## src/hw/rtl/tvnt_pkg.sv

```systemverilog
package tvnt_pkg;

    // coordinate and tile geometry
    localparam int COORD_W   = 7;
    localparam int TILE_SIZE = 128;

    // lattice hash multipliers
    localparam logic [31:0] HASH_MX = 32'd374761393;
    localparam logic [31:0] HASH_MY = 32'd668265263;
    localparam logic [31:0] HASH_MS = 32'd2246822519;
    localparam logic [31:0] HASH_MF = 32'd1274126177;

    // smoothstep f*f*(768-2f) >> 16
    localparam logic [9:0] SMOOTH_K = 10'd768;

    // divide by 15 as multiply by reciprocal, exact below 4681
    localparam logic [24:0] DIV15_MUL   = 25'd4370;
    localparam int          DIV15_SHIFT = 16;

    localparam logic [7:0] LEVEL_OFFSET = 8'd90;
    localparam logic [9:0] LEVEL_MAX    = 10'd255;

    // configuration register indexes
    localparam logic [7:0] REG_NOISE_SEED = 8'd0;
    localparam logic [7:0] REG_SHARPNESS  = 8'd1;

    localparam int          OCTAVES         = 4;
    localparam logic [5:0]  SHARPNESS_RESET = 6'd16;

endpackage

```

## src/hw/rtl/tvnt_octave.sv

```systemverilog
module tvnt_octave #(
    parameter int CELL_LOG2 = 5
) (
    input  logic                            aclk,
    input  logic                            en,
    input  logic [tvnt_pkg::COORD_W-1:0]    x,
    input  logic [tvnt_pkg::COORD_W-1:0]    y,
    input  logic [31:0]                     seed_term,
    output logic [7:0]                      value
);

    localparam int CELL   = 1 << CELL_LOG2;
    localparam int N_RAW  = tvnt_pkg::TILE_SIZE / CELL;
    localparam int N_CELL = (N_RAW == 0) ? 1 : N_RAW;
    localparam int IDX_W  = tvnt_pkg::COORD_W - CELL_LOG2;
    localparam int NXT_W  = IDX_W + 1;
    localparam logic [31:0] N_W  = 32'(N_CELL);
    localparam logic [31:0] N2_W = 32'(2 * N_CELL);

    // stage 1: lattice indexes and fractions
    logic [IDX_W-1:0] xi_reg, yi_reg;
    logic [NXT_W-1:0] x1_reg, y1_reg, x1_next, y1_next;
    logic [7:0]       fx1_reg, fy1_reg, fx1_next, fy1_next;

    function automatic logic [NXT_W-1:0] wrap_next(input logic [IDX_W-1:0] i);
        logic [31:0] w;
        w = 32'(i) + 32'd1;
        if (w >= N2_W) begin
            w = w - N2_W;
        end else if (w >= N_W) begin
            w = w - N_W;
        end
        return w[NXT_W-1:0];
    endfunction

    always_comb begin
        x1_next  = wrap_next(x[tvnt_pkg::COORD_W-1:CELL_LOG2]);
        y1_next  = wrap_next(y[tvnt_pkg::COORD_W-1:CELL_LOG2]);
        fx1_next = 8'(x[CELL_LOG2-1:0]) << (8 - CELL_LOG2);
        fy1_next = 8'(y[CELL_LOG2-1:0]) << (8 - CELL_LOG2);
    end

    always_ff @(posedge aclk) begin
        if (en) begin
            xi_reg  <= x[tvnt_pkg::COORD_W-1:CELL_LOG2];
            yi_reg  <= y[tvnt_pkg::COORD_W-1:CELL_LOG2];
            x1_reg  <= x1_next;
            y1_reg  <= y1_next;
            fx1_reg <= fx1_next;
            fy1_reg <= fy1_next;
        end
    end

    // stage 2: hash partial products, fraction squares
    logic [31:0] px0_reg, px1_reg, py0_reg, py1_reg;
    logic [15:0] fxsq_reg, fysq_reg;
    logic [7:0]  fx2_reg, fy2_reg;

    always_ff @(posedge aclk) begin
        if (en) begin
            px0_reg  <= 32'(32'(xi_reg) * tvnt_pkg::HASH_MX);
            px1_reg  <= 32'(32'(x1_reg) * tvnt_pkg::HASH_MX);
            py0_reg  <= 32'(32'(yi_reg) * tvnt_pkg::HASH_MY);
            py1_reg  <= 32'(32'(y1_reg) * tvnt_pkg::HASH_MY);
            fxsq_reg <= 16'(16'(fx1_reg) * 16'(fx1_reg));
            fysq_reg <= 16'(16'(fy1_reg) * 16'(fy1_reg));
            fx2_reg  <= fx1_reg;
            fy2_reg  <= fy1_reg;
        end
    end

    // stage 3: corner hash sums, smoothstep products
    logic [31:0] h00_reg, h10_reg, h01_reg, h11_reg;
    logic [25:0] sxp_reg, syp_reg;

    always_ff @(posedge aclk) begin
        if (en) begin
            h00_reg <= px0_reg + py0_reg + seed_term;
            h10_reg <= px1_reg + py0_reg + seed_term;
            h01_reg <= px0_reg + py1_reg + seed_term;
            h11_reg <= px1_reg + py1_reg + seed_term;
            sxp_reg <= 26'(fxsq_reg) * 26'(tvnt_pkg::SMOOTH_K - {1'b0, fx2_reg, 1'b0});
            syp_reg <= 26'(fysq_reg) * 26'(tvnt_pkg::SMOOTH_K - {1'b0, fy2_reg, 1'b0});
        end
    end

    // stage 4: hash finalize, corner values are the top byte
    function automatic logic [7:0] hash_top(input logic [31:0] h);
        logic [31:0] g;
        logic [31:0] p;
        g = h ^ (h >> 13);
        p = 32'(g * tvnt_pkg::HASH_MF);
        return p[31:24];
    endfunction

    logic [7:0] ca_reg, cb_reg, cc_reg, cd_reg;
    logic [7:0] sfx_reg, sfy4_reg;

    always_ff @(posedge aclk) begin
        if (en) begin
            ca_reg   <= hash_top(h00_reg);
            cb_reg   <= hash_top(h10_reg);
            cc_reg   <= hash_top(h01_reg);
            cd_reg   <= hash_top(h11_reg);
            sfx_reg  <= sxp_reg[23:16];
            sfy4_reg <= syp_reg[23:16];
        end
    end

    // stage 5: horizontal difference products
    logic signed [8:0]  dab, dcd;
    logic signed [17:0] pab_reg, pcd_reg;
    logic [7:0]         ca5_reg, cc5_reg, sfy5_reg;

    always_comb begin
        dab = $signed({1'b0, cb_reg}) - $signed({1'b0, ca_reg});
        dcd = $signed({1'b0, cd_reg}) - $signed({1'b0, cc_reg});
    end

    always_ff @(posedge aclk) begin
        if (en) begin
            pab_reg  <= dab * $signed({1'b0, sfx_reg});
            pcd_reg  <= dcd * $signed({1'b0, sfx_reg});
            ca5_reg  <= ca_reg;
            cc5_reg  <= cc_reg;
            sfy5_reg <= sfy4_reg;
        end
    end

    // stage 6: horizontal interpolation, arithmetic shift floors
    logic signed [17:0] pab_sh, pcd_sh;
    logic signed [9:0]  top_sum, bot_sum;
    logic [7:0]         top_reg, bot_reg, sfy6_reg;

    always_comb begin
        pab_sh  = pab_reg >>> 8;
        pcd_sh  = pcd_reg >>> 8;
        top_sum = $signed({2'b00, ca5_reg}) + $signed(pab_sh[9:0]);
        bot_sum = $signed({2'b00, cc5_reg}) + $signed(pcd_sh[9:0]);
    end

    always_ff @(posedge aclk) begin
        if (en) begin
            top_reg  <= top_sum[7:0];
            bot_reg  <= bot_sum[7:0];
            sfy6_reg <= sfy5_reg;
        end
    end

    // stage 7: vertical difference product
    logic signed [8:0]  dtb;
    logic signed [17:0] pv_reg;
    logic [7:0]         top7_reg;

    assign dtb = $signed({1'b0, bot_reg}) - $signed({1'b0, top_reg});

    always_ff @(posedge aclk) begin
        if (en) begin
            pv_reg   <= dtb * $signed({1'b0, sfy6_reg});
            top7_reg <= top_reg;
        end
    end

    // stage 8: vertical interpolation
    logic signed [17:0] pv_sh;
    logic signed [9:0]  val_sum;
    logic [7:0]         val_reg;

    always_comb begin
        pv_sh   = pv_reg >>> 8;
        val_sum = $signed({2'b00, top7_reg}) + $signed(pv_sh[9:0]);
    end

    always_ff @(posedge aclk) begin
        if (en) begin
            val_reg <= val_sum[7:0];
        end
    end

    assign value = val_reg;

endmodule

```

## config.mk

```make
export PLATFORM = sky130hd
export DESIGN_NAME = tvnt_octave
export DESIGN_NICKNAME = d
export VERILOG_FILES = /design/src/hw/rtl/tvnt_pkg.sv /design/src/hw/rtl/tvnt_octave.sv
export SDC_FILE = /design/constraint.sdc
export NUM_CORES = 2
export LEC_CHECK = 0
export BUFFER_PORTS_ARGS = -buffer_cell sky130_fd_sc_hd__clkbuf_2
export CORE_AREA = 4 4 386 388
export DETAILED_ROUTE_END_ITERATION = 16
export DIE_AREA = 0 0 390 392
export GPL_ROUTABILITY_DRIVEN = 1
export MAX_ROUTING_LAYER = met4
export PLACE_DENSITY = 0.71
export SETUP_SLACK_MARGIN = 0.3
export SLEW_MARGIN = 30
export SYNTH_ARGS = -nofsm -noshare
export SYNTH_HDL_FRONTEND = slang
export SYNTH_SLANG_ARGS = --single-unit
```

## constraint.sdc

```tcl
create_clock -name aclk -period 7.88 [get_ports aclk]
set_input_delay 0.394 -clock aclk [delete_from_list [all_inputs] [get_ports aclk]]
set_output_delay 0.394 -clock aclk [all_outputs]
set_load 0.05 [all_outputs]
```

==> impl_metrics.csv <==
group,metric,value,unit
clock_network,clock-sinks,401,
logic_synthesis,ys_top_cells_by_area,"fa_1 33%, ha_1 19%, edfxtp_1 18%",
sta,clock.fmax,134,MHz
run_status,status,"complete, no violations",
floorplan,pin_count,56,
route,drt_wl_total,157000,um
sta,max-slew-margin-rel,35.9,%
layout,syn_to_final_growth,7.78,%
global_routing,grtUsageTotal,21.9,%
placed_design,place_hpwl,137000,um
global_routing,antenna_found_initial,8,
logic_synthesis,syn-cell-area,65200,um^2
logic_synthesis,synth.distinct_cells,75,
route,vias,41800,
clock_network,cts_setup_buffers,0,
sta,slew_violations,0,
floorplan,die_w,390,um
critical_path,critical_path_depth,22,
critical_path,crit_path_end,"ca_reg[7]$_DFFE_PP_",
critical_path,crit_buf_inv,3,
logic_synthesis,synth_cells,6061,
sta,clock_skew,37.2,ps
clock_network,numCtsBuffers,50,
critical_path,cpMostUsedCell,"fa_1",
critical_path,arrival,7850,ps
logic_synthesis,synth_top_area_share,33.0,%
worst_hold_path,hold_class,"input pin to register",
layout,layout_common_cells,"1485 x inv_1, 1074 x fa_1, 984 x ha_1",
logic_synthesis,ys_seq_elements,401,
logic_synthesis,synth_edf_count,401,
route,avgRoutedWirePerCell,19.2,um
critical_path,cp_slowest_stage_delay,570,ps
global_routing,grt_pass1_wl,255000,um
critical_path,r2r-end,"ca_reg[7]$_DFFE_PP_",
critical_path,cp_top_family,"adder cells",
floorplan,floorplan.core_area,145000,um^2
global_routing,grt_remaining_overflow,0,
logic_synthesis,yosysSeqAreaShare,18.5,%
sta,tightest_slew,961,ps
floorplan,num_rows,140,
route,drc,0,
critical_path,cp_cell_sequence,"xnor2_1 > inv_1 > ha_1 > fa_1 > fa_1 > inv_1 > fa_1 > inv_1 > fa_1 > fa_1 > fa_1 > ha_1 > ha_1 > a21o_1 > a21o_1 > a221o_1 > a221o_1 > or4_4 > a31oi_4 > o21bai_2 > a21o_1 > xnor2_1",
sta,finalSetupTns,0,ps
floorplan,die_h,392,um
layout,fin_nets,8332,
global_routing,grt_max_degree,164,
logic_synthesis,yosys_warnings,0,
route,vias_per_cell,5.11,
placed_design,io_buffers,55,
placed_design,gp_congestion,0.989,
clock_network,insertion_delay,660,ps
clock_network,cts_root_buffer,"clkbuf_16",
logic_synthesis,syn_avg_cell_area,10.8,um^2
layout,final_common_cell,"inv_1",
clock_network,clkTransAtPathRegs,60,ps
critical_path,path_class,"register to register",
sta,finalHoldViolations,0,
route,first_pass_iters,6,
clock_network,clk_path_buf_depth,3,
critical_path,reg2reg_slack,400,ps
route,drtIter0Drc,2823,
critical_path,cp_max_fo,3,
critical_path,worstPathRequired,8250,ps
logic_synthesis,async_flop_share,0,%
critical_path,crit_start,"h00_reg[16]$_DFFE_PP_",
route,ant_nets,0,
critical_path,cp-start-kind,"register",
sta,setup_viol,0,
sta,rsz0062_at_grt,"true",
critical_path,r2r_cells,22,
sta,fin_crit_sh,95.0,%
sta,min_period,7480,ps
critical_path,end_kind,"register",
clock_network,cts_tree,"done",
logic_synthesis,yosysTopAreaCell,"fa_1",
flow_run,max_cap_violations,0,
critical_path,r2r_start,"h00_reg[16]$_DFFE_PP_",
critical_path,cpMaxStageDelayCell,"fa_1",
clock_network,h-tree-depth,2,
floorplan,start_util,44.8,%
floorplan,die_area,153000,um^2
layout,drive_gt1_share,4.07,%
global_routing,grt_pass1_vias,45600,
logic_synthesis,synth_flop_cell,"edfxtp_1",
-- cell type report --
| class | count | area, um^2 |
|---|---|---|
| Clock inverter | 36 | 329 |
| Clock buffer | 58 | 1280 |
| Antenna cell | 10 | 25.0 |
| Inverter | 1489 | 5590 |
| Tap cell | 1917 | 2400 |
| Multi-Input combinational cell | 4130 | 47500 |
| Sequential cell | 401 | 12000 |
| Timing Repair Buffer | 153 | 1080 |
| Fill cell | 13100 | 75100 |
-- worst reg2reg max path, stage by stage (launching register included) --
cell and delay (ps):
edfxtp_1 470, xnor2_1 330, inv_1 200, ha_1 370, fa_1 500, fa_1 510
inv_1 50, fa_1 480, inv_1 60, fa_1 480, fa_1 570, fa_1 420
ha_1 290, ha_1 320, a21o_1 170, a21o_1 170, a221o_1 350, a221o_1 330
or4_4 520, a31oi_4 200, o21bai_2 90, a21o_1 190, xnor2_1 120
-- metrics by stage --
step / hold slack, ps / std cells / worst slack [ps] / utilization (%) / cell area (um^2)
finish: 264 / 8194 / 398 / 48.3 / 70300
global route: 287 / 8192 / 131 / 48.3 / 70300
CTS: 267 / 8184 / 327 / 48.2 / 70100
detailed placement: 405 / 8076 / 311 / 47.0 / 68400
global placement: 401 / 8076 / 468 / 47.0 / 68400
floorplan: 400 / 6062 / 601 / - / 65200
-- per-layer routing --
layer  GRT usage [%]  wire, um  vias to the layer above
met1            28.8     69000                    21100
met5               -         0                        -
met3            2.58      7680                      240
li1                -         -                    19500
met2            36.1     75400                      996
met4            6.24      5290                        0
-- cells by family after synthesis --
| kind of cell | after synthesis | synth area share, % |
|---|---|---|
| simple gates | 821 | 6.30 |
| compound gates | 650 | 6.47 |
| fa+ha+maj | 2061 | 51.9 |
| buf+inv | 1531 | 8.82 |
| flops | 401 | 18.5 |
| other cells | 1 | 0.00575 |
| xor+xnor | 596 | 8.03 |
-- worst min-delay path by stage --
stage / start / cells after the start / slack (ps) / to
after CTS: en / 1 / 270 / h01_reg[17]$_DFFE_PP_
final: en / 1 / 260 / h01_reg[29]$_DFFE_PP_
after floorplan: sxp_reg[16]$_DFFE_PP_ / 0 / 400 / sfx_reg[0]$_DFFE_PP_
after global routing: en / 1 / 290 / h01_reg[29]$_DFFE_PP_
after global placement: syp_reg[20]$_DFFE_PP_ / 0 / 400 / sfy4_reg[4]$_DFFE_PP_
after detailed placement: sfy4_reg[1]$_DFFE_PP_ / 0 / 400 / sfy5_reg[1]$_DFFE_PP_
-- repair_timing --
item / 4_1_cts / 5_1_grt
endpoints found under the setup margin: 1 / 8
endpoints found under the hold margin: 18 / 0
gates resized for setup: 1 / 18
hold buffers: 14 / 0
pin swaps: 0 / 0
-- cells in the mapped netlist (58+ instances only) --
master / number
nor2_1: 150
inv_1: 1485
nor2b_1: 58
a21o_1: 101
xnor2_1: 422
nand2_1: 250
edfxtp_1: 401
fa_1: 1074
o21ai_0: 101
xor2_1: 172
a21oi_1: 216
and2_1: 179
ha_1: 985
Power is not shown: default switching activity piles up to over one toggle a cycle in this logic, so the estimate is an artifact.
